--- src/hdl/a51kg_pkg.sv ---
// Types, constants and the control program of the A5/1 keystream generator.
`default_nettype none

package a51kg_pkg;

  localparam int unsigned KEY_BITS   = 64;
  localparam int unsigned FRAME_BITS = 22;
  localparam int unsigned MIX_STEPS  = 100;
  localparam int unsigned BURST_BITS = 228;

  localparam int unsigned KEY_W   = 64;
  localparam int unsigned FRAME_W = 22;
  localparam int unsigned R1_W    = 19;
  localparam int unsigned R2_W    = 22;
  localparam int unsigned R3_W    = 23;
  localparam int unsigned POS_W   = 8;
  localparam int unsigned CNT_W   = 8;
  localparam int unsigned PC_W    = 3;
  localparam int unsigned OP_W    = 3;

  localparam int unsigned R1_CLK = 8;
  localparam int unsigned R2_CLK = 10;
  localparam int unsigned R3_CLK = 10;

  localparam logic [OP_W-1:0] OP_DISPATCH = 3'd0;
  localparam logic [OP_W-1:0] OP_CLEAR    = 3'd1;
  localparam logic [OP_W-1:0] OP_KEY      = 3'd2;
  localparam logic [OP_W-1:0] OP_FRAME    = 3'd3;
  localparam logic [OP_W-1:0] OP_MIX      = 3'd4;

  localparam logic [PC_W-1:0] UPC_IDLE  = 3'd0;
  localparam logic [PC_W-1:0] UPC_CLEAR = 3'd1;
  localparam logic [PC_W-1:0] UPC_KEY   = 3'd2;
  localparam logic [PC_W-1:0] UPC_FRAME = 3'd3;
  localparam logic [PC_W-1:0] UPC_MIX   = 3'd4;

  localparam logic [CNT_W-1:0] KEY_LOAD   = CNT_W'(KEY_BITS - 1);
  localparam logic [CNT_W-1:0] FRAME_LOAD = CNT_W'(FRAME_BITS - 1);
  localparam logic [CNT_W-1:0] MIX_LOAD   = CNT_W'((MIX_STEPS > 0) ? MIX_STEPS - 1 : 0);
  localparam logic [PC_W-1:0]  AFTER_FRAME = (MIX_STEPS > 0) ? UPC_MIX : UPC_IDLE;

  typedef struct packed {
    logic               kind;
    logic [FRAME_W-1:0] frame_number;
    logic               data_bit;
  } in_t;

  typedef struct packed {
    logic keystream_bit;
    logic out_bit;
    logic last_of_burst;
  } out_t;

  typedef struct packed {
    logic [OP_W-1:0]  op;
    logic             loop;
    logic [PC_W-1:0]  next_pc;
    logic [CNT_W-1:0] cnt_load;
  } ucode_t;

  function automatic ucode_t ucode_rom(input logic [PC_W-1:0] pc);
    ucode_t w;
    unique case (pc)
      UPC_CLEAR: w = '{op: OP_CLEAR, loop: 1'b0, next_pc: UPC_KEY,     cnt_load: KEY_LOAD};
      UPC_KEY:   w = '{op: OP_KEY,   loop: 1'b1, next_pc: UPC_FRAME,   cnt_load: FRAME_LOAD};
      UPC_FRAME: w = '{op: OP_FRAME, loop: 1'b1, next_pc: AFTER_FRAME, cnt_load: MIX_LOAD};
      UPC_MIX:   w = '{op: OP_MIX,   loop: 1'b1, next_pc: UPC_IDLE,    cnt_load: '0};
      default:   w = '{op: OP_DISPATCH, loop: 1'b0, next_pc: UPC_IDLE, cnt_load: '0};
    endcase
    return w;
  endfunction

endpackage

`default_nettype wire

--- src/hdl/a51_keystream_generator_top.sv ---
// Top level of the A5/1 keystream generator: microcoded sequencer and LFSR datapath.
//
//   Channel  Direction  Handshake          Word
//   in       input      in_valid_i/stall   kind, frame_number, data_bit
//   out      output     out_valid_o/stall  keystream_bit, out_bit, last_of_burst
//   cfg      input      cfg_valid_i/ready  64-bit session key
//
// Data words stream at one per cycle while no start word is in progress and no held result is stalled.
// A start word runs the steps of the control program in order: dispatch, clear, key loading
// (64 bits), frame loading (22 bits) and 100 majority-clocked mixing steps.
// Reset clears the LFSR registers, the key, the burst position, the sequencer and the output valid.
// Input stalls while a start word is in progress or while a held result is not taken.
`default_nettype none

module a51_keystream_generator_top (
  input  wire logic                         clk_i,
  input  wire logic                         rst_ni,
  input  wire logic                         in_valid_i,
  output logic                              in_stall_o,
  input  wire a51kg_pkg::in_t               in_data_i,
  output logic                              out_valid_o,
  input  wire logic                         out_stall_i,
  output a51kg_pkg::out_t                   out_data_o,
  input  wire logic                         cfg_valid_i,
  output logic                              cfg_ready_o,
  input  wire logic [a51kg_pkg::KEY_W-1:0]  cfg_data_i
);
  import a51kg_pkg::*;

  logic [KEY_W-1:0]   key_q, key_d;
  logic [KEY_W-1:0]   key_sh_q, key_sh_d;
  logic [FRAME_W-1:0] frame_sh_q, frame_sh_d;
  logic [R1_W-1:0]    r1_q, r1_d;
  logic [R2_W-1:0]    r2_q, r2_d;
  logic [R3_W-1:0]    r3_q, r3_d;
  logic [POS_W-1:0]   pos_q, pos_d;
  logic [PC_W-1:0]    upc_q, upc_d;
  logic [CNT_W-1:0]   cnt_q, cnt_d;
  logic               out_valid_q, out_valid_d;
  out_t               out_q, out_d;

  ucode_t           uw;
  logic             in_acc;
  logic             fb1, fb2, fb3;
  logic             c1, c2, c3, maj;
  logic             all_in;
  logic [R1_W-1:0]  r1_all, r1_maj;
  logic [R2_W-1:0]  r2_all, r2_maj;
  logic [R3_W-1:0]  r3_all, r3_maj;
  logic [POS_W-1:0] pos_inc;
  logic             ks;

  assign uw          = ucode_rom(upc_q);
  assign in_stall_o  = (upc_q != UPC_IDLE) || (out_valid_q && out_stall_i);
  assign in_acc      = in_valid_i && !in_stall_o;
  assign cfg_ready_o = 1'b1;
  assign out_valid_o = out_valid_q;
  assign out_data_o  = out_q;

  assign fb1 = r1_q[18] ^ r1_q[17] ^ r1_q[16] ^ r1_q[13];
  assign fb2 = r2_q[21] ^ r2_q[20];
  assign fb3 = r3_q[22] ^ r3_q[21] ^ r3_q[20] ^ r3_q[7];

  assign c1  = r1_q[R1_CLK];
  assign c2  = r2_q[R2_CLK];
  assign c3  = r3_q[R3_CLK];
  assign maj = (c1 & c2) | (c1 & c3) | (c2 & c3);

  assign all_in = (uw.op == OP_KEY) ? key_sh_q[0] : frame_sh_q[0];
  assign r1_all = {r1_q[R1_W-2:0], fb1 ^ all_in};
  assign r2_all = {r2_q[R2_W-2:0], fb2 ^ all_in};
  assign r3_all = {r3_q[R3_W-2:0], fb3 ^ all_in};
  assign r1_maj = (c1 == maj) ? {r1_q[R1_W-2:0], fb1} : r1_q;
  assign r2_maj = (c2 == maj) ? {r2_q[R2_W-2:0], fb2} : r2_q;
  assign r3_maj = (c3 == maj) ? {r3_q[R3_W-2:0], fb3} : r3_q;

  assign ks      = r1_maj[R1_W-1] ^ r2_maj[R2_W-1] ^ r3_maj[R3_W-1];
  assign pos_inc = pos_q + POS_W'(1);

  always_comb begin
    key_d       = key_q;
    key_sh_d    = key_sh_q;
    frame_sh_d  = frame_sh_q;
    r1_d        = r1_q;
    r2_d        = r2_q;
    r3_d        = r3_q;
    pos_d       = pos_q;
    out_d       = out_q;
    out_valid_d = out_valid_q && out_stall_i;
    upc_d       = upc_q;
    cnt_d       = cnt_q;

    if (cfg_valid_i && cfg_ready_o) begin
      key_d = cfg_data_i;
    end

    if (uw.loop && (cnt_q != '0)) begin
      cnt_d = cnt_q - CNT_W'(1);
    end else if (uw.op != OP_DISPATCH) begin
      upc_d = uw.next_pc;
      cnt_d = uw.cnt_load;
    end

    unique case (uw.op)
      OP_DISPATCH: begin
        if (in_acc) begin
          if (!in_data_i.kind) begin
            frame_sh_d = in_data_i.frame_number;
            upc_d      = UPC_CLEAR;
          end else begin
            r1_d                = r1_maj;
            r2_d                = r2_maj;
            r3_d                = r3_maj;
            out_valid_d         = 1'b1;
            out_d.keystream_bit = ks;
            out_d.out_bit       = ks ^ in_data_i.data_bit;
            if (pos_inc >= POS_W'(BURST_BITS)) begin
              out_d.last_of_burst = 1'b1;
              pos_d               = '0;
            end else begin
              out_d.last_of_burst = 1'b0;
              pos_d               = pos_inc;
            end
          end
        end
      end
      OP_CLEAR: begin
        r1_d     = '0;
        r2_d     = '0;
        r3_d     = '0;
        pos_d    = '0;
        key_sh_d = key_q;
      end
      OP_KEY: begin
        r1_d     = r1_all;
        r2_d     = r2_all;
        r3_d     = r3_all;
        key_sh_d = key_sh_q >> 1;
      end
      OP_FRAME: begin
        r1_d       = r1_all;
        r2_d       = r2_all;
        r3_d       = r3_all;
        frame_sh_d = frame_sh_q >> 1;
      end
      OP_MIX: begin
        r1_d = r1_maj;
        r2_d = r2_maj;
        r3_d = r3_maj;
      end
      default: begin
        upc_d = UPC_IDLE;
      end
    endcase
  end

  always_ff @(posedge clk_i or negedge rst_ni) begin
    if (!rst_ni) begin
      key_q       <= '0;
      r1_q        <= '0;
      r2_q        <= '0;
      r3_q        <= '0;
      pos_q       <= '0;
      upc_q       <= UPC_IDLE;
      cnt_q       <= '0;
      out_valid_q <= 1'b0;
    end else begin
      key_q       <= key_d;
      r1_q        <= r1_d;
      r2_q        <= r2_d;
      r3_q        <= r3_d;
      pos_q       <= pos_d;
      upc_q       <= upc_d;
      cnt_q       <= cnt_d;
      out_valid_q <= out_valid_d;
    end
  end

  always_ff @(posedge clk_i) begin
    key_sh_q   <= key_sh_d;
    frame_sh_q <= frame_sh_d;
    out_q      <= out_d;
  end

endmodule

`default_nettype wire

--- config.mk ---
export PLATFORM = sky130hd
export DESIGN_NAME = a51_keystream_generator_top
export DESIGN_NICKNAME = d
export VERILOG_FILES = /design/src/hdl/a51kg_pkg.sv /design/src/hdl/a51_keystream_generator_top.sv
export SDC_FILE = /design/constraint.sdc
export NUM_CORES = 1
export LEC_CHECK = 0
export BUFFER_PORTS_ARGS = -buffer_cell sky130_fd_sc_hd__buf_2
export CAP_MARGIN = 10
export CORE_ASPECT_RATIO = 1.5
export CORE_MARGIN = 2
export CORE_UTILIZATION = 40
export CTS_CLUSTER_DIAMETER = 200
export DETAILED_ROUTE_END_ITERATION = 6
export REMOVE_ABC_BUFFERS = 1
export SETUP_SLACK_MARGIN = 0.02
export SLEW_MARGIN = 25
export SYNTH_ARGS = -nofsm -noshare
export SYNTH_HDL_FRONTEND = slang
export SYNTH_SLANG_ARGS = --single-unit
--- constraint.sdc ---
create_clock -name clk_i -period 6.32 [get_ports clk_i]
set_input_delay 1.264 -clock clk_i [delete_from_list [all_inputs] [get_ports clk_i]]
set_output_delay 1.264 -clock clk_i [all_outputs]
set_load 0.02 [all_outputs]
## Word level (Yosys, flattened, before mapping)

Cells that the tools add are included.

| word-level totals | value |
|---|---|
| register bits after elaboration | 237 |
| input bits | 93 |
| output and inout bits | 6 |
| logic and storage cells | 101 |

| operators by class | value |
|---|---|
| add/subtract/negate cells | 2 |
| order comparisons | 1 |
| equal/unequal tests | 14 |
| muxes and demuxes | 33 |
| bitwise operators | 18 |
| reduce and logical (&&, ||, !) cells | 20 |

Operators with widths:

| cell | number |
|---|---|
| 64-bit case mux with 2 select lines | 1 |
| 22-bit 2-to-1 mux | 5 |
| 23-bit case mux with 4 select lines | 1 |
| 22-bit case mux with 4 select lines | 1 |
| 19-bit case mux with 4 select lines | 1 |
| 23-bit 2-to-1 mux | 3 |
| 15-bit case mux with 4 select lines | 1 |
| 19-bit 2-to-1 mux | 3 |
| 22-bit case mux with 2 select lines | 1 |
| 8-bit 2-to-1 mux | 5 |
| 8-bit case mux with 2 select lines | 1 |
| 1-bit bitwise XOR | 13 |
| 3-bit by 2-bit == test with 1-bit output, second input constant | 4 |
| 3-bit 2-to-1 mux | 4 |
| 3-bit AND reduction | 4 |
| 8-bit by 1-bit adder with 8-bit output, second input constant | 1 |
| 8-bit >= comparator, second input constant | 1 |
| 2-bit nonzero test | 4 |
| 8-bit nonzero test | 1 |
| 8-bit by 1-bit subtractor with 8-bit output, second input constant | 1 |
| 3-bit by 1-bit == test with 1-bit output, second input constant | 2 |
| 3-bit == test, second input constant | 2 |
| 2-bit != test, second input constant | 3 |
| 3-bit case mux with 2 select lines | 1 |
| other kinds (12) | 24 |

## Depth between registers and ports, before layout

Gate-level depths: netlist of run 1.

| logic depth | value |
|---|---|
| depth in word-level cells | 8 |
| mapped depth | 8 |
| gate-level depth less buffers | 7 |

## Least setup slack after synthesis of run 1

No wires, ideal clock.

| timing path | value |
|---|---|
| kind | register to register |
| from | register upc_q[0] |
| to | register key_sh_q[0], enable pin |
| library setup time | 0.486 ns |
| arrival time | 3.568 ns |
| data required time | 5.834 ns |
| slack | 2.265 ns |
| stages on the path, launching flop included | 5 |
| path buffers | 2 |
| clock period less this slack | 4.055 ns |
| cells stage by stage | dfrtp_1 > buf_2 > buf_1 > xnor2_1 > nor2_1 |

| on the way | value |
|---|---|
| cells in the longest elaborated chain, start to end | 4 |
| elaborated cells on any way between the ends | 8 |
| those cells by class | eq/ne (6); mux (1); reduce/logical (1) |

Ends and longest elaborated chain:

| item | RTL line | source |
|---|---|---|
| start: declaration | a51_keystream_generator_top.sv:37 | `logic [PC_W-1:0] upc_q, upc_d;` |
| start signal: assignment | a51_keystream_generator_top.sv:173 | `upc_q <= upc_d;` |
| 3-bit == test (tied with other cells) | a51kg_pkg.sv:63 | `unique case (pc)` |
| 15-bit case mux with 4 select lines (*) | a51kg_pkg.sv:63 |  |
| 3-bit by 2-bit == test with 1-bit output / 3-bit by 1-bit == test with 1-bit output (equally long branches) | a51_keystream_generator_top.sv:104 | `unique case (uw.op)` |
| 2-bit nonzero test (no line) (*) | n/a |  |
| end signal: assignment | a51_keystream_generator_top.sv:180 | `key_sh_q <= key_sh_d;` |
| end: declaration | a51_keystream_generator_top.sv:31 | `logic [KEY_W-1:0] key_sh_q, key_sh_d;` |

Mark *: on every way between the ends. The rest lies on a longest branch, timed or not.
A chain may end at the register's enable or synchronous reset.

## Worst setup path in the final report of run 1

| timing path | value |
|---|---|
| from | input port out_stall_i |
| to | output port in_stall_o |

| on the way | value |
|---|---|
| cells in the longest elaborated chain, start to end | 2 |

Ends and longest elaborated chain:

| item | RTL line | source |
|---|---|---|
| start: declaration | a51_keystream_generator_top.sv:22 | `input wire logic out_stall_i,` |
| 1-bit logical AND | a51_keystream_generator_top.sv:54 | `assign in_stall_o = (upc_q != UPC_IDLE) \|\| (out_valid_q && out_stall_i);` |
| 1-bit logical OR | a51_keystream_generator_top.sv:54 |  |
| end: declaration | a51_keystream_generator_top.sv:19 | `output logic in_stall_o,` |

Every way passes these cells.

==> results of run 1 <==
## logic make-up (layout without fill, tap and decap cells)
family / count (synthesis) / count (layout)
multiplexers: 155 / 155
buffers and inverters: 106 / 215
flip-flops: 237 / 237
AND/OR/NAND/NOR: 132 / 132
other: 1 / 2
adder cells (fa/ha/maj): 6 / 6
AO/OA/AOI/OAI: 126 / 126
XOR/XNOR: 16 / 16
## critical path, delay by kind of cell
kind | cells | cell delay [ns]
buf+inv | 3 | 0.36
compound gates | 1 | 0.41
## how the worst min path moves through the flow
stage,startpoint,end,cells after the start
6_report,r1_q[1]$_DFFE_PN0P_,r1_q[2]$_DFFE_PN0P_,2
2_1_floorplan,cnt_q[7]$_DFFE_PN0P_,cnt_q[7]$_DFFE_PN0P_,1
3_5_place_dp,r1_q[12]$_DFFE_PN0P_,r1_q[13]$_DFFE_PN0P_,2
4_1_cts,r1_q[1]$_DFFE_PN0P_,r1_q[2]$_DFFE_PN0P_,2
3_3_place_gp,r1_q[6]$_DFFE_PN0P_,r1_q[7]$_DFFE_PN0P_,2
5_1_grt,key_q[6]$_DFFE_PN0P_,key_q[6]$_DFFE_PN0P_,1
## metal layers
metal / vias to the layer above / GRT usage [%]
met3: 21 / 3.788
met2: 110 / 25.42
met4: 0 / 3.548
met1: 2999 / 17.17
met5: - / 0
li1: 2959 / -
## where the power goes
part / leakage, µW / switching, µW / internal [µW]
clock network: 0.000425 / 585 / 951
registers: 0.00275 / 111 / 1790
logic: 0.00221 / 237 / 229
total: 0.00538 / 933 / 2970
## metrics by stage
stage | total power (µW) | area (µm²)
after floorplan | 2246 | 10030
after global placement | 2384 | 11010
after detailed placement | 2409 | 11030
after CTS | 3973 | 11910
after global routing | 4122 | 11910
final | 3908 | 11910
## synthesized netlist by cell type (all sizes together) (2+ instances only)
cell type / instances
mux2: 150
dfrtp: 148
edfxtp: 89
o21ai: 79
nand3: 67
inv: 65
clkbuf: 21
buf: 20
nor2: 19
a21oi: 16
nand2: 16
xnor2: 9
nor3: 8
xor2: 7
ha: 6
and2: 5
mux2i: 5
or3: 5
a221o: 4
nor2b: 4
o221ai: 4
a2111oi: 3
a211o: 3
a22oi: 3
nand2b: 3
a21o: 2
a32oi: 2
## layout make-up
type	instances	area share [%]
sequential	237	53.53
multi-input combinational	436	28.96
clock buffer	32	5.914
timing repair buffer	105	4.654
tap	328	3.446
inverter	65	2.049
clock inverter	13	1.418
antenna	1	0.02101
## state kept, by name (all words and copies together), names as in the netlist, 3 cells and up
signal and count:
key_q 64, key_sh_q 64, r3_q 23, frame_sh_q 22, r2_q 22, r1_q 19, cnt_q 8, pos_q 8
out_data_o 3, upc_q 3
==> summary.md, run 1 <==
The run finished with clean final reports. The library cells used most frequently in the layout, excluding fill and tap cells, are 150 x sky130_fd_sc_hd__mux2_2, 148 x sky130_fd_sc_hd__dfrtp_1, 96 x sky130_fd_sc_hd__buf_2. After floorplanning, the core was sized to cover 25140 µm².

From left edge to right edge, the die measures 134.5 µm. For the final count of hold timing violations, the log shows 0. The overall routed net length was 18540 µm; the met2 wire length was 9512 µm. The most common cell type on the critical path is sky130_fd_sc_hd__buf_2. The wire-length estimate of the detail-placed layout is 11620 µm. The logs give 25 for the number of CTS-inserted buffers and 5.06 ns for the endpoint required time on the critical path. The fraction of layout cells with a size suffix above 1 is 35.25%.

The tree built by TritonCTS fans out to 237 sinks. The number of DRC violations after detailed routing was 0. The share of synthesized area in the top cell type comes to 36.24%. The Yosys step of the flow raised 0 warnings.

Vertical extent of the die: 199.8 µm. The core occupancy in the finished layout is 47.37%. The first routing iteration left 240 violations.

The die covers 26870 µm². The largest area contributor in the netlist was sky130_fd_sc_hd__dfrtp_1. The simple-gate portion of the synthesized area was 6.574%. The most critical setup path has its endpoint at in_stall_o. The pre-antenna-repair detailed-routing pass consisted of 4 iterations. Main flop type after synthesis: sky130_fd_sc_hd__dfrtp_1.

The run gives 10220 µm² as the post-synthesis cell area. Sorting the synthesized cells by area gives the leading types as sky130_fd_sc_hd__dfrtp_1 36%, sky130_fd_sc_hd__edfxtp_1 26%, sky130_fd_sc_hd__mux2_2 17%, sky130_fd_sc_hd__o21ai_0 3.5%, sky130_fd_sc_hd__nand3_1 3.2%. The worst setup slack for register-to-register paths was 3.26 ns.

The non-filler instance count after layout is 1217. By area, the combinational part of the netlist is dominated by multiplexers. The share of the yosys chip area belonging to registers is 62.39%, and the average wire length per cell after detail routing is 15.23 µm. The length in cells of the worst reg-to-reg path was 4.

In this run, synthesis inferred 89 flip-flops with an integrated enable. Summed over all failing endpoints, the final setup total negative slack is 0 ns. The worst supply voltage drop on vdd was 0.0002250 V; the fraction of registers with async set/reset was 62.45%. For the global-route total usage across every layer, the log shows 14.25%. The slowest stage of the critical path belongs to the cell sky130_fd_sc_hd__a2111oi_4. Clock skew on the completed layout was measured at 0.008044 ns. After synthesis, the netlist uses 57 different library cells. The logs give 3.025 ns for the slack of the critical path and 0 for the number of hold buffers added after CTS.

Final hold analysis gives a worst-case slack of 0.4932 ns. The kind of end point of the critical path is a primary output. The worst register-to-register path begins at upc_q[2]$_DFF_PN0_. The buffer cell driving the clock tree root was sky130_fd_sc_hd__clkbuf_16. In the final design database the tool counted 969 nets.

The run gives 0 as the number of violations of the max-capacitance limit. Worst hold path class: register to register. The maximum fanout count along the critical path was 4. In this run the top signal layer used is met4. The worst path uses 52.13% of the clock period. The worst setup path is launched from an input pin. At the pin with the least slew margin, the transition time is 1.020 ns.

In the final layout, flip-flops and latches occupy 6376 µm². Setup violations remaining at the end of the flow were counted as 0. The run gives 0 as the total grt overflow.

TritonCTS built the clock tree. Synthesis produced 779 cells. The category of the critical setup timing path was input pin to primary output. After clock tree synthesis, the clock-pin slew on the worst setup and hold paths is 0.06 ns.

The detailed router put a total of 7659 µm of wire on met1. In this run the worst setup path begins at out_stall_i. The first global-routing pass estimated 31260 µm of wire. The portion of synthesized area spent on multiplexers is 17.02%. The library cell used most frequently in the layout, excluding fill and tap cells, is sky130_fd_sc_hd__mux2_2. The multi-input combinational cells in the finished layout cover a total of 3450 µm². The number of max-slew violations in the final report was 0. Timing would allow up to 303.5 MHz. Compared with the post-synthesis result, the final layout area differs by 16.54%.

Data arrives at the worst endpoint at 2.03 ns. The count of buffers added on input and output ports is 97. The post-CTS setup buffer count is 0.

Setup repair after global routing left no endpoint under its margin. The initial core utilization is 40.65%. The filler cells instantiated in the layout total 2251. The post-synthesis share of cell area spent on xor and xnor gates works out to 1.371%. For the initial antenna violation count, the log shows 1. The total power divided by cell area came out at 328.1 nW/µm². Each instance of the synthesized netlist takes up on average 13.12 µm².

In this run the remaining antenna-violating nets after routing total 0. The number of placed instances, taps included, is 1171. The delay contributed by the slowest stage of the critical path is 0.41 ns, and the worst slack at placement is 3.013 ns.

The floorplan has 71 rows. For this block, the via count after detailed routing is 6089. The tools report the capturing point of the worst reg2reg path as key_sh_q[7]$_DFFE_PP_.

Entering global routing, the biggest net connects 96 pins. The longest clock path from root to sink contains 3 buffers. The run gives 1085 µm as the met3 wire length. For this design the top-level I/O count stands at 99.

The tools report the headroom to the max-slew limit as 31.85%. Dividing the detail-routed via count by the number of cells gives 5.003. At the end of routability-driven placement, the weighted congestion stood at 0.7712.

The run gives 0.51 ns as the worst-skew pair later-pin latency. The H-tree depth was 1. Traced cell by cell, the critical path runs through buf_2 > a2111oi_4 > inv_1 > buf_2. Summing the areas of all compound-gate instances in the mapped netlist gives 7.652% of the synthesized area.

The number of global-route vias before repair came out at 6340. Of the total synthesized cell area, the portion taken by full adders, half adders and majority gates is 0.7346%. After clock tree synthesis, the repair step resized 0 gates. In this run, synthesis produced a sequential element count of 237. The standby leakage power was 0.005379 µW; the clock period minus final worst setup slack was 3.295 ns.
Power figures use the tool's default switching activity.
==> inputs of run 2 (changes only) <==
--- a/config.mk
+++ b/config.mk
@@ -5,6 +5,7 @@
 export SDC_FILE = /design/constraint.sdc
 export NUM_CORES = 1
 export LEC_CHECK = 0
+export ABC_AREA = 1
 export BUFFER_PORTS_ARGS = -buffer_cell sky130_fd_sc_hd__buf_2
 export CAP_MARGIN = 10
 export CORE_ASPECT_RATIO = 1.5
==> constraint.sdc (replaced) <==
create_clock -name clk_i -period 3.1 [get_ports clk_i]
set_input_delay 0.62 -clock clk_i [delete_from_list [all_inputs] [get_ports clk_i]]
set_output_delay 0.62 -clock clk_i [all_outputs]
set_load 0.02 [all_outputs]
==> summary.md, run 2 <==
The run gives 0 (was 1) as the antenna diode count. The share of Yosys cell area claimed by the top area cell type works out to 35.94% (was 36.24%). Cell types with the highest counts after synthesis: 393 x sky130_fd_sc_hd__nand2_1, 188 x sky130_fd_sc_hd__o21ai_0, 148 x sky130_fd_sc_hd__dfrtp_1 (was 150 x sky130_fd_sc_hd__mux2_2, 148 x sky130_fd_sc_hd__dfrtp_1, 89 x sky130_fd_sc_hd__edfxtp_1).

The cell area after layout is 11890 µm² (was 11910 µm²), and the count of flip-flops with a built-in enable after synthesis is 89 (unchanged). The tools report the total grt overflow as 0 (unchanged). Most area-consuming cells after synthesis: sky130_fd_sc_hd__dfrtp_1 36%, sky130_fd_sc_hd__edfxtp_1 26%, sky130_fd_sc_hd__nand2_1 14%, sky130_fd_sc_hd__o21ai_0 9.1%, sky130_fd_sc_hd__inv_1 4.2% (was sky130_fd_sc_hd__dfrtp_1 36%, sky130_fd_sc_hd__edfxtp_1 26%, sky130_fd_sc_hd__mux2_2 17%, sky130_fd_sc_hd__o21ai_0 3.5%, sky130_fd_sc_hd__nand3_1 3.2%).

For the worst-skew pair later-pin latency, the log shows 0.51 ns (about the same). The main flop type after synthesis is sky130_fd_sc_hd__dfrtp_1 (unchanged). The overall routed net length was 19590 µm (was 18540 µm); the worst path buffer plus inverter count was 1 (was 3).

The area growth from synthesis to layout is 15.41% (was 16.54%), and the number of global-route vias before repair is 7223 (was 6340). For the cell area after placement, the log shows 11080 µm² (was 11030 µm²). The length in cells of the worst reg-to-reg path came out at 5 (was 4). For the number of hold buffers added after CTS, the log shows 0 (unchanged). The category of the critical setup timing path is register to register (was input pin to primary output).

The number of CTS-inserted buffers was 24 (was 25); the overall die area was 27090 µm² (was 26870 µm²). The logs give 0.0003511 V (was 0.0002250 V) for the worst supply voltage drop on vdd and 0 (unchanged) for the number of violations of the max-capacitance limit. Final setup violation count: 0 (unchanged).

The dominant cell by count in the synthesized netlist was sky130_fd_sc_hd__nand2_1 (was sky130_fd_sc_hd__mux2_2). Number of DRC violations after detailed routing: 0 (unchanged). For the total clock sinks, the log shows 237 (unchanged).

The worst hold path class was input pin to async pin (was register to register). The most common cell type on the critical path was sky130_fd_sc_hd__o21ai_0 (was sky130_fd_sc_hd__buf_2). The buffer cell driving the clock tree root is sky130_fd_sc_hd__clkbuf_16 (unchanged). The final weighted congestion in routability-driven placement was 0.8143 (was 0.7712). The run gives 0.7466 ns (was 3.025 ns) as the slack of the critical path. Flip-flop and latch count after synthesis: 237 (unchanged). Setup repair after global routing left no endpoint under its margin.

Number of max-slew violations in the final report: 0 (unchanged). For the I/O pin count, the log shows 99 (unchanged). The transition time at the pin with the least slew margin works out to 0.7550 ns (was 1.020 ns). The number of standard-cell rows in the floorplan came out at 72 (was 71). The final clock skew was 0.01278 ns (was 0.008044 ns); the combined area of the multi-input logic cells was 3252 µm² (was 3450 µm²). The H-tree depth came out at 1 (unchanged). The average wire length per cell after detail routing was 12.74 µm (was 15.23 µm). The delay contributed by the slowest stage of the critical path works out to 0.55 ns (was 0.41 ns). The tools report the iteration-0 DRC count of the detailed router as 383 (was 240). The vertical extent of the die came out at 200.6 µm (was 199.8 µm). The fraction of layout cells with a size suffix above 1 was 14.53% (was 35.25%).

The endpoint required time on the critical path came out at 3.35 ns (was 5.06 ns). Subtracting the final worst setup slack from the clock period gives 2.353 ns. The arrival time reported for the critical path endpoint was 2.60 ns (was 2.03 ns). Top library cells by usage in the layout, fill and taps aside: 392 x sky130_fd_sc_hd__nand2_1, 188 x sky130_fd_sc_hd__o21ai_0, 148 x sky130_fd_sc_hd__dfrtp_1 (was 150 x sky130_fd_sc_hd__mux2_2, 148 x sky130_fd_sc_hd__dfrtp_1, 96 x sky130_fd_sc_hd__buf_2).

The maximum fanout count along the critical path works out to 4 (unchanged). TritonCTS built the clock tree. The cell depth of the worst setup path was 5 (was 4); the non-filler instance count after layout was 1537 (was 1217). The largest area contributor in the netlist is sky130_fd_sc_hd__dfrtp_1 (unchanged). The number of port buffers was 97 (unchanged). For the number of routed nets with antenna violations, the log shows 0 (unchanged). The fmax is 424.9 MHz. Ordered list of cells on the worst path: inv_1 > o21ai_0 > ha_1 > o21ai_0 > xnor3_1 (was buf_2 > a2111oi_4 > inv_1 > buf_2). For the standby leakage power, the log shows 0.005604 µW (was 0.005379 µW).

The initial core utilization was 40.28% (was 40.65%). The family of cells with the greatest summed delay on the critical path was compound AO/OA/AOI/OAI gates (unchanged). The die width is 135.1 µm (was 134.5 µm).

The logs give 7256 (was 6089) for the via count of the routed design and 10310 µm² (was 10220 µm²) for the post-synthesis cell area. The slowest cell on the critical path was sky130_fd_sc_hd__o21ai_0 (was sky130_fd_sc_hd__a2111oi_4). For the number of cells upsized or downsized after cts, the log shows 0 (unchanged).

For the cell count after synthesis, the log shows 1103 (was 779). The flow ran to the end, and the final reports show no timing, DRC or antenna violations. The tools report the kind of end point of the critical path as a register (was a primary output). The per-instance average area after synthesis was 9.344 µm² (was 13.12 µm²). Number of different library cells in the post-synthesis netlist: 39 (was 57). The clock edge transition at the registers on the reported setup and hold paths works out to 0.07 ns (was 0.06 ns). The fraction of registers with async set/reset is 62.45% (unchanged), and the number of nets at the end of the flow is 1285 (was 969). The share of the yosys chip area belonging to registers is 61.87% (was 62.39%). Top Registers: key_q (64), key_sh_q (64), r3_q (23) (unchanged). The cell total after placement is 1493 (was 1171).

The ratio of routed vias to standard cells was 4.721 (was 5.003); the worst slack at placement was 0.7537 ns (was 3.013 ns). The logs give 49.66% (was 31.85%) for the headroom to the max-slew limit and 2528 (was 2251) for the fill cell total of the finished layout. The final critical path takes up 75.92% of the cycle.

Clock tree buffer depth: 3 (unchanged). The logs give 5 (was 4) for the count of TritonRoute iterations in the first routing pass and 127 (was 96) for the largest net degree at the start of global routing. The tools report the kind of start point of the critical path as a register (was an input pin).

The run gives 0 (unchanged) as the number of synthesis warnings. For the global-route wire length before repair, the log shows 34510 µm (was 31260 µm). The area occupied by registers is 6376 µm² (unchanged), and the total half-perimeter wirelength after legalization and detailed placement is 12660 µm (was 11620 µm). The tools report the initial antenna violation count as 0 (was 1). For the standard cell core area, the log shows 25580 µm² (was 25140 µm²). The run gives 15.09% (was 14.25%) as the global-route total usage across every layer.

The total power divided by cell area came out at 617.9 nW/µm² (was 328.1 nW/µm²). The final count of hold timing violations is 0 (unchanged), and the post-CTS setup buffer count is 0 (unchanged). The most common cell after layout, fill and taps aside is sky130_fd_sc_hd__nand2_1 (was sky130_fd_sc_hd__mux2_2).
-- run 2: layout make-up --
cell class                 count  area share [%]
sequential                   237           53.61
multi-input combinational    700           27.34
clock buffer                  38           6.522
timing repair buffer         105           4.976
inverter                     118           3.745
tap                          333           3.503
clock inverter                 6          0.3051
-- run 2: logic make-up (layout without fill, tap and decap cells) --
| logic type | Yosys count | in the layout | share of synthesized area, % |
|---|---|---|---|
| adder cells (fa/ha/maj) | 6 | 6 | 0.7284 |
| other | 1 | 1 | 0.03639 |
| AND/OR/NAND/NOR | 462 | 462 | 18.19 |
| XOR/XNOR | 9 | 9 | 0.8984 |
| buffers and inverters | 166 | 267 | 6.677 |
| AO/OA/AOI/OAI | 221 | 221 | 11.50 |
| flip-flops | 237 | 237 | 61.87 |
| multiplexers | 1 | 1 | 0.1093 |
-- run 2: final timing paths --
| check | slack, ns | to | start |
|---|---|---|---|
| setup / recovery | 0.75 | out_data_o[1]$_DFFE_PP_ | r2_q[10]$_DFFE_PN0P_ |
| hold / removal | 0.06 | pos_q[3]$_DFFE_PN0P_ | rst_ni |
| setup reg to reg | 0.75 | out_data_o[1]$_DFFE_PP_ | r2_q[10]$_DFFE_PN0P_ |
| hold reg to reg | 0.48 | r2_q[19]$_DFFE_PN0P_ | r2_q[19]$_DFFE_PN0P_ |
| max in group asynchronous | 2.16 | key_q[63]$_DFFE_PN0P_ | rst_ni |
| min in group clk_i | 0.31 | key_q[50]$_DFFE_PN0P_ | cfg_data_i[50] |
-- run 2: where the power goes --
part           total (µW)  switching (µW)  internal, µW
Clock                2920            1200          1720
Sequential           3720             159          3560
Combinational         712             400           311
Total                7350            1760          5590
-- run 2: layer usage --
metal  wire [µm]  GRT usage (%)  vias to the layer above  share of wire, %
met4         394          4.129                        0               2.0
met2        9489          25.09                      115                48
li1            -              -                     3725                 -
met3         651          1.894                       29               3.3
met1        9053          20.90                     3387                46
met5           0              0                        -                 0
-- run 2: through the flow --
step / TNS [ns] / power [µW] / utilization [%] / hold WS [ns]
floorplan: -98.01 / 4219 / - / 0.3244
global placement: 0 / 4472 / 43.31 / 0.4662
detailed placement: 0 / 4504 / 43.31 / 0.4691
CTS: 0 / 7460 / 46.49 / 0.07113
global route: 0 / 7716 / 46.49 / 0.1043
finish: 0 / 7350 / 46.49 / 0.06443
==> inputs of run 3 (changes only) <==
==> constraint.sdc (replaced) <==
create_clock -name clk_i -period 2.33 [get_ports clk_i]
set_input_delay 0.466 -clock clk_i [delete_from_list [all_inputs] [get_ports clk_i]]
set_output_delay 0.466 -clock clk_i [all_outputs]
set_load 0.02 [all_outputs]
==> summary.md, run 3 (synthesis results as in run 2) <==
The run finished with clean final reports. Kind of start point of the critical path: a register (unchanged). Via count of the routed design: 7386 (was 7256). The initial core utilization is 40.28% (unchanged), and the met1 routed wirelength after detailed routing is 9014 µm (was 9053 µm). Top library cells by usage in the layout, fill and taps aside: 392 x sky130_fd_sc_hd__nand2_1, 187 x sky130_fd_sc_hd__o21ai_0, 148 x sky130_fd_sc_hd__dfrtp_1 (was 392 x sky130_fd_sc_hd__nand2_1, 188 x sky130_fd_sc_hd__o21ai_0, 148 x sky130_fd_sc_hd__dfrtp_1). The cell total after placement is 1510 (was 1493).

The number of port buffers works out to 97 (unchanged). Setup repair after global routing left no endpoint under its margin. The fraction of layout cells with a size suffix above 1 was 15.71% (was 14.53%); the standard cell core area was 25580 µm² (unchanged). The logs give 0 (unchanged) for the initial antenna violation count and 5 (unchanged) for the count of TritonRoute iterations in the first routing pass.

Worst hold path class: input pin to register (was input pin to async pin). For the final count of hold timing violations, the log shows 0 (unchanged). Top metal layer carrying routed signals: met4 (unchanged).

The tools report the cell area after placement as 11260 µm² (was 11080 µm²). Fill cell total of the finished layout: 2508 (was 2528). The run gives 0.7965 (was 0.8143) as the final weighted congestion in routability-driven placement.

The transition time at the pin with the least slew margin was 0.5414 ns (was 0.7550 ns). The global-route total usage across every layer is 15.11% (was 15.09%). Global-route wire length before repair: 34580 µm (was 34510 µm). The non-filler instance count after layout is 1555 (was 1537), and the headroom to the max-slew limit is 63.91% (was 49.66%). Most common cell after layout, fill and taps aside: sky130_fd_sc_hd__nand2_1 (unchanged). The logs give 0 ns (unchanged) for the setup total negative slack and 24 (unchanged) for the number of CTS-inserted buffers. The clock edge transition at the registers on the reported setup and hold paths is 0.07 ns (about the same). The average wire length per cell after detail routing works out to 12.63 µm (was 12.74 µm). The ratio of routed vias to standard cells was 4.750 (was 4.721); the total grt overflow was 0 (unchanged). Largest net degree at the start of global routing: 62 (was 127). Number of violations of the max-capacitance limit: 0 (unchanged).

The run gives 0 (unchanged) as the post-CTS setup buffer count. The category of the critical setup timing path is register to register (unchanged). The total power divided by cell area came out at 828.9 nW/µm² (was 617.9 nW/µm²). The maximum fanout count along the critical path was 5 (was 4).

Cell area after layout: 12130 µm² (was 11890 µm²). The worst-skew pair later-pin latency is 0.51 ns (about the same). The overall die area came out at 27090 µm² (unchanged). The area growth from synthesis to layout was 17.65% (was 15.41%); the H-tree depth was 1 (unchanged). The arrival time reported for the critical path endpoint came out at 2.35 ns (was 2.60 ns). The logs give 3 (unchanged) for the clock tree buffer depth and 9540 µm (was 9489 µm) for the met2 wire length. Fmax: 474.4 MHz (was 424.9 MHz). The tools report the final clock skew as 0.01342 ns (was 0.01278 ns). The tools report the kind of end point of the critical path as a register (unchanged). The iteration-0 DRC count of the detailed router was 353 (was 383); the met3 wire length was 694 µm (was 651 µm). Top Registers: key_q (64), key_sh_q (64), r3_q (23) (unchanged).

For the final setup violation count, the log shows 0 (unchanged). The run gives 0 (unchanged) as the number of routed nets with antenna violations. The standby leakage power was 0.005713 µW (was 0.005604 µW). The overall routed net length was 19630 µm (was 19590 µm); the vertical extent of the die was 200.6 µm (unchanged). The I/O pin count is 99 (unchanged), and the clock period minus final worst setup slack is 2.108 ns (was 2.353 ns). The total clock sinks is 237 (unchanged).

The number of nets at the end of the flow is 1303 (was 1285), and the part of the cycle the worst path needs is 90.48% (was 75.92%). The run gives 2.58 ns (was 3.35 ns) as the endpoint required time on the critical path. The run gives 0 (unchanged) as the antenna diode count. The run gives 72 (unchanged) as the number of standard-cell rows in the floorplan.

TritonCTS built the clock tree. The tools report the number of global-route vias before repair as 7417 (was 7223). The number of DRC violations after detailed routing came out at 0 (unchanged). The tools report the worst supply voltage drop on vdd as 0.0005540 V (was 0.0003511 V). The tools report the buffer cell driving the clock tree root as sky130_fd_sc_hd__clkbuf_16 (unchanged). The number of max-slew violations in the final report came out at 0 (unchanged).

The die width works out to 135.1 µm (unchanged). Total half-perimeter wirelength after legalization and detailed placement: 12910 µm (was 12660 µm).
==> run 3: cell types whose count changed in the layout (fill, tap and decap cells not counted), sizes merged <==
cell         before  now
clkinvlp          0    3
buf             105  122
clkinv            4    9
dlygate4sd3       0    1
clkbuf           38   27
inv             120  118
bufinv            0    5
==> run 3: final timing paths <==
check                                startpoint                       to  slack, ns  cells past startpoint
max in group asynchronous                rst_ni    key_q[63]$_DFFE_PN0P_       1.18                      3
max                        r2_q[10]$_DFFE_PN0P_  out_data_o[1]$_DFFE_PP_       0.22                      6
min                              cfg_data_i[17]    key_q[17]$_DFFE_PN0P_       0.15                      3
max reg2reg                r2_q[10]$_DFFE_PN0P_  out_data_o[1]$_DFFE_PP_       0.22                      6
min in group asynchronous                rst_ni     pos_q[2]$_DFFE_PN0P_       0.51                      2
min reg2reg                 r2_q[7]$_DFFE_PN0P_      r2_q[7]$_DFFE_PN0P_       0.48                      2
==> run 3: worst max-delay path, stage by stage, from the launching register on <==
cell                      delay, ns
sky130_fd_sc_hd__dfrtp_1       0.41
sky130_fd_sc_hd__o21ai_0       0.16
sky130_fd_sc_hd__o21ai_1       0.13
sky130_fd_sc_hd__ha_1          0.37
sky130_fd_sc_hd__o21ai_0       0.32
sky130_fd_sc_hd__xnor2_1       0.22
sky130_fd_sc_hd__xnor3_1       0.25
==> run 3: through the flow <==
stage | hold slack, ns | util (%) | setup slack, ns | power, µW
2_1_floorplan | 0.1704 | - | -2.497 | 5613
3_3_place_gp | 0.4661 | 44.01 | 0.2210 | 5963
3_5_place_dp | 0.4711 | 44.01 | 0.1608 | 6004
4_1_cts | 0.1344 | 47.39 | 0.1364 | 10200
5_1_grt | 0.1512 | 47.39 | 0.09921 | 10580
6_report | 0.1545 | 47.39 | 0.2219 | 10050
==> run 3: final cells by class <==
type	instances	area [µm²]	share of cell area, %
clock inverter	17	222.7	1.837
sequential	237	6376	52.58
clock buffer	27	633.1	5.221
tap	333	416.7	3.436
multi-input combinational	700	3252	26.82
timing repair buffer	123	779.5	6.429
inverter	118	445.4	3.674
==> run 3: where the power goes <==
group          internal (µW)  leakage [µW]  switching (µW)  total, µW
clock                   2520      0.000412            1620       4140
combinational            438       0.00257             533        970
sequential              4730       0.00273             209       4940
total                   7690       0.00571            2360      10100
==> run 3: timing repair <==
action,CTS,global route
endpoints found under the hold margin,50,0
endpoints found under the setup margin,0,5
resized for setup,0,1
hold buffers,1,0
==> run 3: layer usage <==
layer	GRT usage [%]	vias up
met5	0	-
met4	3.832	0
met3	2.374	32
met2	25.58	110
met1	20.32	3479
li1	-	3765
